File: config.mk
export PLATFORM = sky130hd
export DESIGN_NAME = radial_spotlight_luma
export DESIGN_NICKNAME = d
export VERILOG_FILES = /design/src/hdl/rsl_pkg.sv /design/src/hdl/rsl_isqrt.sv /design/src/hdl/radial_spotlight_luma.sv
export VERILOG_INCLUDE_DIRS = /design/src /design/src/hdl
export SDC_FILE = /design/constraint.sdc
export NUM_CORES = 2
export LEC_CHECK = 0
export BUFFER_PORTS_ARGS = -buffer_cell sky130_fd_sc_hd__buf_2
export CORE_ASPECT_RATIO = 1.4
export CORE_MARGIN = 4
export CORE_UTILIZATION = 40
export DETAILED_ROUTE_END_ITERATION = 10
export SYNTH_ARGS = -nofsm -noshare
export SYNTH_HDL_FRONTEND = slang
export SYNTH_SLANG_ARGS = --single-unit
File: constraint.sdc
create_clock -name aclk -period 11.8 [get_ports aclk]
set_clock_uncertainty 0.1 [all_clocks]
set_input_delay 0.59 -clock aclk [delete_from_list [all_inputs] [get_ports aclk]]
set_output_delay 0.59 -clock aclk [all_outputs]
set_load 0.03 [all_outputs]
File: src/hdl/assert_macros.svh
// ----------------------------------------------------------------------------
// Assertion macros
// Clocked concurrent checks (same-cycle and next-cycle) on aclk, off while aresetn is low.
// ----------------------------------------------------------------------------
`ifndef ASSERT_MACROS_SVH
`define ASSERT_MACROS_SVH

// check that expr holds at every clock edge out of reset
`define RSL_ASSERT(label, expr, msg) \
    label: assert property (@(posedge aclk) disable iff (!aresetn) (expr)) else $error(msg);

// check that cons holds in the cycle after ante
`define RSL_ASSERT_NEXT(label, ante, cons, msg) \
    label: assert property (@(posedge aclk) disable iff (!aresetn) (ante) |=> (cons)) \
        else $error(msg);

`endif

File: src/hdl/rsl_pkg.sv
// ----------------------------------------------------------------------------
// rsl_pkg
// Types, constants and the square root step function of the spotlight block.
// ----------------------------------------------------------------------------
package rsl_pkg;

    localparam int CFG_BITS     = 14;
    localparam int CFG_IDX_BITS = 1;

    localparam logic [CFG_IDX_BITS-1:0] REG_CENTER_COL = 1'b0;
    localparam logic [CFG_IDX_BITS-1:0] REG_CENTER_ROW = 1'b1;

    localparam int D2_BITS   = 16;
    localparam int ROOT_BITS = 16;
    localparam int RAD_BITS  = 2 * ROOT_BITS;
    localparam int REM_BITS  = ROOT_BITS + 3;
    localparam int FAC_BITS  = 17;

    localparam int SQ_STAGES = 4;
    localparam int SQ_STEPS  = ROOT_BITS / SQ_STAGES;

    localparam logic [7:0]           AXIS_CAP    = 8'd160;
    localparam logic [D2_BITS:0]     D2_CAP      = 17'd25600;
    localparam logic [FAC_BITS-1:0]  FACTOR_CAP  = 17'd13107;
    localparam logic [FAC_BITS-1:0]  FACTOR_ONE  = 17'd65536;
    localparam logic [20:0]          NUM_BASE    = 21'd1638400;
    localparam logic [21:0]          RECIP_25    = 22'd2684355;
    localparam int                   RECIP_SHIFT = 26;

    typedef struct packed {
        logic [REM_BITS-1:0]  rem;
        logic [ROOT_BITS-1:0] root;
        logic [RAD_BITS-1:0]  rad;
    } sq_t;

    function automatic sq_t sqrt_steps(sq_t s);
        sq_t                 r;
        logic [REM_BITS-1:0] rs;
        logic [REM_BITS-1:0] tr;
        r = s;
        for (int i = 0; i < SQ_STEPS; i++) begin
            rs = {r.rem[REM_BITS-3:0], r.rad[RAD_BITS-1 -: 2]};
            tr = {1'b0, r.root, 2'b01};
            if (rs >= tr) begin
                r.rem  = rs - tr;
                r.root = {r.root[ROOT_BITS-2:0], 1'b1};
            end else begin
                r.rem  = rs;
                r.root = {r.root[ROOT_BITS-2:0], 1'b0};
            end
            r.rad = {r.rad[RAD_BITS-3:0], 2'b00};
        end
        return r;
    endfunction

endpackage

File: src/hdl/rsl_isqrt.sv
// ----------------------------------------------------------------------------
// rsl_isqrt
// Pipelined integer square root of d2 * 65536, four result bits per stage.
// ----------------------------------------------------------------------------
module rsl_isqrt (
    input  logic                           aclk,
    input  logic                           en,
    input  logic [rsl_pkg::D2_BITS-1:0]    d2,
    output logic [rsl_pkg::ROOT_BITS-1:0]  root
);
    import rsl_pkg::*;

    sq_t st_reg [SQ_STAGES];
    sq_t st_init;

    assign st_init.rem  = '0;
    assign st_init.root = '0;
    assign st_init.rad  = {d2, {(RAD_BITS-D2_BITS){1'b0}}};

    always_ff @(posedge aclk) begin
        if (en) begin
            st_reg[0] <= sqrt_steps(st_init);
            for (int i = 1; i < SQ_STAGES; i++) begin
                st_reg[i] <= sqrt_steps(st_reg[i-1]);
            end
        end
    end

    assign root = st_reg[SQ_STAGES-1].root;

endmodule

File: src/hdl/radial_spotlight_luma.sv
// ----------------------------------------------------------------------------
// radial_spotlight_luma
// Radial vignette: dims each pixel's luma linearly with distance from a center.
// ----------------------------------------------------------------------------
// Usage:
//   Pixels enter on the s_ stream (column, row, luma packed in s_tdata) and
//   dimmed luma leaves on the m_ stream, one result per request, in order.
//   The center is to be set through cfg_wr_en / cfg_index / cfg_wdata
//   while idle; the block itself does not enforce this. Throughput is
//   one pixel per clock while the output is not stalled. There are nine
//   register stages: difference, square, four square root stages,
//   reciprocal scale, product, output register. m_tvalid rises when the
//   request reaches the output register. Reset clears all valid bits and
//   sets the center to zero. When m_tready is low, a valid output register
//   holds and one skid entry catches the pixel leaving the pipeline; the
//   pipeline then freezes and s_tready drops until the skid entry drains.
//   s_tready comes from a register only.
// ----------------------------------------------------------------------------
`include "assert_macros.svh"

module radial_spotlight_luma #(
    parameter int  COORD_BITS = 12,
    parameter int  LUMA_BITS  = 16,
    localparam int IN_W       = ((2 * COORD_BITS + LUMA_BITS + 7) / 8) * 8,
    localparam int OUT_W      = ((LUMA_BITS + 7) / 8) * 8
) (
    input  logic                              aclk,
    input  logic                              aresetn,
    input  logic                              cfg_wr_en,
    input  logic [rsl_pkg::CFG_IDX_BITS-1:0]  cfg_index,
    input  logic [rsl_pkg::CFG_BITS-1:0]      cfg_wdata,
    input  logic                              s_tvalid,
    output logic                              s_tready,
    // pixel_col, pixel_row, luma_in
    input  logic [IN_W-1:0]                   s_tdata,
    output logic                              m_tvalid,
    input  logic                              m_tready,
    // luma_out
    output logic [OUT_W-1:0]                  m_tdata
);
    import rsl_pkg::*;

    localparam int DIFF_W = ((COORD_BITS > CFG_BITS) ? COORD_BITS : CFG_BITS) + 2;
    localparam int ABS_W  = DIFF_W - 1;
    localparam int PROD_W = LUMA_BITS + FAC_BITS;

    logic signed [CFG_BITS-1:0] center_col_reg;
    logic signed [CFG_BITS-1:0] center_row_reg;

    always_ff @(posedge aclk) begin
        if (!aresetn) begin
            center_col_reg <= '0;
            center_row_reg <= '0;
        end else if (cfg_wr_en) begin
            unique case (cfg_index)
                REG_CENTER_COL: center_col_reg <= cfg_wdata;
                REG_CENTER_ROW: center_row_reg <= cfg_wdata;
                default: ;
            endcase
        end
    end

    logic en;
    logic accept;
    logic take;
    logic skid_valid_reg;
    logic out_valid_reg;

    assign en       = !skid_valid_reg;
    assign s_tready = en;
    assign accept   = s_tvalid && s_tready;

    logic [COORD_BITS-1:0] pixel_col;
    logic [COORD_BITS-1:0] pixel_row;
    logic [LUMA_BITS-1:0]  luma_in;

    assign pixel_col = s_tdata[COORD_BITS-1:0];
    assign pixel_row = s_tdata[2*COORD_BITS-1:COORD_BITS];
    assign luma_in   = s_tdata[2*COORD_BITS+LUMA_BITS-1:2*COORD_BITS];

    logic signed [DIFF_W-1:0] diff_x;
    logic signed [DIFF_W-1:0] diff_y;
    logic signed [DIFF_W-1:0] neg_x;
    logic signed [DIFF_W-1:0] neg_y;
    logic [ABS_W-1:0]         dx_next;
    logic [ABS_W-1:0]         dy_next;

    assign diff_x  = signed'(DIFF_W'(pixel_col)) - DIFF_W'(center_col_reg);
    assign diff_y  = signed'(DIFF_W'(pixel_row)) - DIFF_W'(center_row_reg);
    assign neg_x   = -diff_x;
    assign neg_y   = -diff_y;
    assign dx_next = diff_x[DIFF_W-1] ? neg_x[ABS_W-1:0] : diff_x[ABS_W-1:0];
    assign dy_next = diff_y[DIFF_W-1] ? neg_y[ABS_W-1:0] : diff_y[ABS_W-1:0];

    logic                 s1_valid_reg;
    logic [ABS_W-1:0]     dx_reg;
    logic [ABS_W-1:0]     dy_reg;
    logic [LUMA_BITS-1:0] s1_luma_reg;

    always_ff @(posedge aclk) begin
        if (!aresetn) begin
            s1_valid_reg <= 1'b0;
        end else if (en) begin
            s1_valid_reg <= accept;
        end
    end

    always_ff @(posedge aclk) begin
        if (en) begin
            dx_reg      <= dx_next;
            dy_reg      <= dy_next;
            s1_luma_reg <= luma_in;
        end
    end

    logic [D2_BITS-1:0] sq_x;
    logic [D2_BITS-1:0] sq_y;
    logic [D2_BITS:0]   d2_sum;
    logic               cap_next;

    assign sq_x     = D2_BITS'(dx_reg[7:0]) * D2_BITS'(dx_reg[7:0]);
    assign sq_y     = D2_BITS'(dy_reg[7:0]) * D2_BITS'(dy_reg[7:0]);
    assign d2_sum   = (D2_BITS+1)'(sq_x) + (D2_BITS+1)'(sq_y);
    assign cap_next = (dx_reg >= ABS_W'(AXIS_CAP)) || (dy_reg >= ABS_W'(AXIS_CAP))
                      || (d2_sum >= D2_CAP);

    logic                 s2_valid_reg;
    logic [D2_BITS-1:0]   d2_reg;
    logic                 s2_cap_reg;
    logic [LUMA_BITS-1:0] s2_luma_reg;

    always_ff @(posedge aclk) begin
        if (!aresetn) begin
            s2_valid_reg <= 1'b0;
        end else if (en) begin
            s2_valid_reg <= s1_valid_reg;
        end
    end

    always_ff @(posedge aclk) begin
        if (en) begin
            d2_reg      <= d2_sum[D2_BITS-1:0];
            s2_cap_reg  <= cap_next;
            s2_luma_reg <= s1_luma_reg;
        end
    end

    logic [ROOT_BITS-1:0] root;

    rsl_isqrt u_isqrt (
        .aclk (aclk),
        .en   (en),
        .d2   (d2_reg),
        .root (root)
    );

    logic                 dly_valid_reg [SQ_STAGES];
    logic                 dly_cap_reg   [SQ_STAGES];
    logic [LUMA_BITS-1:0] dly_luma_reg  [SQ_STAGES];

    always_ff @(posedge aclk) begin
        if (!aresetn) begin
            for (int i = 0; i < SQ_STAGES; i++) begin
                dly_valid_reg[i] <= 1'b0;
            end
        end else if (en) begin
            dly_valid_reg[0] <= s2_valid_reg;
            for (int i = 1; i < SQ_STAGES; i++) begin
                dly_valid_reg[i] <= dly_valid_reg[i-1];
            end
        end
    end

    always_ff @(posedge aclk) begin
        if (en) begin
            dly_cap_reg[0]  <= s2_cap_reg;
            dly_luma_reg[0] <= s2_luma_reg;
            for (int i = 1; i < SQ_STAGES; i++) begin
                dly_cap_reg[i]  <= dly_cap_reg[i-1];
                dly_luma_reg[i] <= dly_luma_reg[i-1];
            end
        end
    end

    logic [20:0]          num;
    logic [42:0]          quot_prod;
    logic [FAC_BITS-1:0]  fac_next;

    assign num       = NUM_BASE - {root, 5'b00000};
    assign quot_prod = 43'(num) * 43'(RECIP_25);
    assign fac_next  = dly_cap_reg[SQ_STAGES-1] ? FACTOR_CAP
                       : quot_prod[RECIP_SHIFT+FAC_BITS-1:RECIP_SHIFT];

    logic                 fac_valid_reg;
    logic [FAC_BITS-1:0]  fac_reg;
    logic [LUMA_BITS-1:0] fac_luma_reg;

    always_ff @(posedge aclk) begin
        if (!aresetn) begin
            fac_valid_reg <= 1'b0;
        end else if (en) begin
            fac_valid_reg <= dly_valid_reg[SQ_STAGES-1];
        end
    end

    always_ff @(posedge aclk) begin
        if (en) begin
            fac_reg      <= fac_next;
            fac_luma_reg <= dly_luma_reg[SQ_STAGES-1];
        end
    end

    logic [PROD_W-1:0] luma_prod;

    assign luma_prod = PROD_W'(fac_luma_reg) * PROD_W'(fac_reg);

    logic                 lst_valid_reg;
    logic [LUMA_BITS-1:0] lst_data_reg;

    always_ff @(posedge aclk) begin
        if (!aresetn) begin
            lst_valid_reg <= 1'b0;
        end else if (en) begin
            lst_valid_reg <= fac_valid_reg;
        end
    end

    always_ff @(posedge aclk) begin
        if (en) begin
            lst_data_reg <= luma_prod[LUMA_BITS+15:16];
        end
    end

    logic                 out_ready;
    logic [LUMA_BITS-1:0] out_data_reg;
    logic [LUMA_BITS-1:0] skid_data_reg;

    assign take      = en && lst_valid_reg;
    assign out_ready = !out_valid_reg || m_tready;

    always_ff @(posedge aclk) begin
        if (!aresetn) begin
            out_valid_reg  <= 1'b0;
            skid_valid_reg <= 1'b0;
        end else if (out_ready) begin
            if (skid_valid_reg) begin
                out_valid_reg  <= 1'b1;
                skid_valid_reg <= 1'b0;
            end else begin
                out_valid_reg  <= take;
            end
        end else if (take) begin
            skid_valid_reg <= 1'b1;
        end
    end

    always_ff @(posedge aclk) begin
        if (out_ready) begin
            out_data_reg <= skid_valid_reg ? skid_data_reg : lst_data_reg;
        end else if (take) begin
            skid_data_reg <= lst_data_reg;
        end
    end

    assign m_tvalid = out_valid_reg;
    assign m_tdata  = OUT_W'(out_data_reg);

    `RSL_ASSERT(a_skid_needs_out, skid_valid_reg |-> out_valid_reg, "skid full, output empty")
    `RSL_ASSERT_NEXT(a_stall_to_skid, !out_ready && take, skid_valid_reg, "request lost on stall")
    `RSL_ASSERT(a_factor_range, fac_valid_reg |-> (fac_reg <= FACTOR_ONE), "factor above one")

endmodule
==> reports/results.ini <==
[run_status]
run_status=complete, no violations

[floorplanning]
start_util=0.402
std_cell_rows=135
coreArea_mm2=0.0966
die_x_um=271
pin_count=78
dieArea_mm2=0.102
die_h_um=377

[yosys]
yosysSeqAreaShare=0.272
synth-main-ff-cell=edfxtp_1
synth_area_leader_cell=edfxtp_1
synth_edf_count=327
synth.cell_area_mm2=0.0389
ys_seq_elements=364
synth_top_area_frac=0.253
synth_async_sr_flop_share=0
synth_area_leaders=edfxtp_1, fa_1, ha_1, inv_1, nand2_1
postSynthCellCount=3849
ys_types=91
avgSynthCellArea_um2=10.1
yosys_warnings=0

[worst_setup_path]
critPathArrivalTime_ns=11.12
r2r-end=u_isqrt.st_reg[1][51]
slowest_delay_ns=0.55
critPathRequiredTime_ns=11.99
critPathLaunchType=flop
slowest_stage=a2111oi_0
critical_path.max_fanout=23
crit_type=reg -> reg
r2r_cells=38
r2r-start=u_isqrt.st_reg[0][26]
cp-end-kind=flop
reg2reg_slack_ns=0.87

[sta]
slew_headroom=0.364
finalSetupTns_ns=0
min_period_over_period=0.926
timing.final.hold_violations=0
rsz0062_at_grt=no
drv_slew=0
setup_viol=0
hold_slack_ns=0.0557
tightest_slew_ns=0.947
min_period_ns=10.93
max_clock_freq_mhz=91.5

[cells_and_area]
largest_reg_flops=98
drive_above_1_share=0.0621
nets=4854
fillers=9438
syn_to_final_growth_pct=8.35
finish.utilization=0.436
final_cells=5229

[hold_path]
hold-path-endpoint=s1_luma_reg[3]
hp-class=in -> reg
hp-start=s_tdata[27]
hold_path_depth=1

[placement]
dp_cells=5152
io_buffers=77
place_hpwl_um=68500
place_congestion=0.887

[clock_tree]
htree_levels=2
cts_buffers=41
cts_sinks=364
cts_root_buf=clkbuf_16
clock_latency_ns=0.61
cts_tree=done
clk_transition_reported_paths_ns=0.06
cts_buffer_depth=3

[global_route]
gr-total-overflow=0
grt_pass1_vias=27719
grt_pass1_wl_um=139000
grt_max_degree=132
antenna_found_initial=4
grt_use_total=0.165

[route]
drc=0
dr_total_vias=26245
wl_per_cell_um=16.0
viasPerCell=5.02
totalWireLength_um=83700
drt_iter0_markers=937
drtPass1Iterations=5
ant_nets=0

[run]
cap_viol_max_count=0

==> per-layer routing <==
layer  up-vias  part of all wire  global-route usage  wire [um]
met3       163             0.024              0.0170       2010
li1      12896                 -                   -          -
met2       329              0.55               0.322      45700
met5         -          0.000084                   0          7
met1     12855              0.39               0.185      32700
met4         2             0.038              0.0598       3170
==> metrics by stage <==
stage	setup slack, ns	instance area [um2]
3_3_place_gp	1.25	40700
5_1_grt	0.152	42100
4_1_cts	0.851	42100
3_5_place_dp	0.873	40700
6_report	0.873	42100
2_1_floorplan	2.32	38900
==> worst max-delay path, delay by kind of cell (launching register included) <==
| family | cells | cell delay, ns |
|---|---|---|
| AOI/OAI and AO/OA | 14 | 4.20 |
| buffers and inverters | 3 | 0.68 |
| and+or+nand+nor | 16 | 3.73 |
| DFF | 1 | 0.40 |
| adders and majority gates | 4 | 1.36 |
| xor gates and xnor gates | 1 | 0.15 |
==> what timing repair did <==
item / CTS / global route
hold buffers: 0 / 0
endpoints found under the setup margin: 0 / 5
gates resized for setup: 0 / 1
buffers inserted: 0 / 0
==> cell families after synthesis <==
group	Yosys count	synth area share
xor+xnor	226	0.0511
simple gates	1012	0.127
fa+ha+maj	900	0.367
flops	364	0.272
buf+inv	728	0.0711
other cells	2	0.000193
compound gates	563	0.0966
mux	54	0.0153
==> cell type report <==
type                            instances  area [um2]  share of cell area
Sequential cell                       364       10600               0.251
Clock inverter                         29         363             0.00862
Inverter                              633        2390              0.0567
Timing Repair Buffer                   95         533              0.0127
Multi-Input combinational cell       2759       25600               0.607
Antenna cell                            1        2.50           0.0000594
Clock buffer                           47        1060              0.0251
Tap cell                             1301        1630              0.0387
==> layout by cell type (no fill, tap or decap), drive strengths merged, types with 47 or more instances in the layout <==
cell / n
a21oi: 168
a21o: 53
nor3: 49
o21ai: 103
edfxtp: 327
and2: 154
nand3: 49
xor2: 73
ha: 502
buf: 95
fa: 398
inv: 631
clkbuf: 47
nor2: 157
xnor2: 153
nand2: 396
==> synth_stat cells, types with 6 or more instances <==
| master | n |
|---|---|
| nor2_1 | 156 |
| clkbuf_1 | 87 |
| nor4_1 | 20 |
| inv_1 | 628 |
| or3_1 | 21 |
| edfxtp_1 | 327 |
| a211o_1 | 6 |
| mux2_2 | 34 |
| o31ai_1 | 16 |
| a21boi_0 | 40 |
| nor2b_1 | 34 |
| xnor2_1 | 153 |
| nand2_1 | 396 |
| nor3b_1 | 10 |
| o211ai_1 | 10 |
| nand3_1 | 47 |
| xor2_1 | 72 |
| o21ai_0 | 99 |
| o21a_1 | 21 |
| nand2b_1 | 39 |
| mux2i_1 | 18 |
| and2_1 | 153 |
| o31a_1 | 9 |
| o21bai_1 | 41 |
| or4_1 | 7 |
| or2_2 | 15 |
| a21oi_1 | 166 |
| nand4_1 | 13 |
| nor3_1 | 49 |
| a211oi_1 | 17 |
| a21o_1 | 53 |
| nand4b_1 | 7 |
| fa_1 | 398 |
| a31oi_1 | 9 |
| ha_1 | 502 |
| nor4b_1 | 9 |
| and3_1 | 18 |
| dfxtp_1 | 37 |
==> worst max path at each step <==
stage / startpoint / end / cells after the start / slack, ns
2_1_floorplan: u_isqrt.st_reg[1][25] / u_isqrt.st_reg[2][45] / 39 / 2.32
3_3_place_gp: u_isqrt.st_reg[0][26] / u_isqrt.st_reg[1][53] / 37 / 1.25
3_5_place_dp: u_isqrt.st_reg[0][26] / u_isqrt.st_reg[1][53] / 37 / 0.87
4_1_cts: u_isqrt.st_reg[0][26] / u_isqrt.st_reg[1][53] / 37 / 0.85
5_1_grt: u_isqrt.st_reg[0][26] / u_isqrt.st_reg[1][51] / 38 / 0.15
6_report: u_isqrt.st_reg[0][26] / u_isqrt.st_reg[1][51] / 38 / 0.87
Power is left out: the tool's default activity adds up to more than one toggle a clock period on the data nets, which glitch-free logic cannot reach.
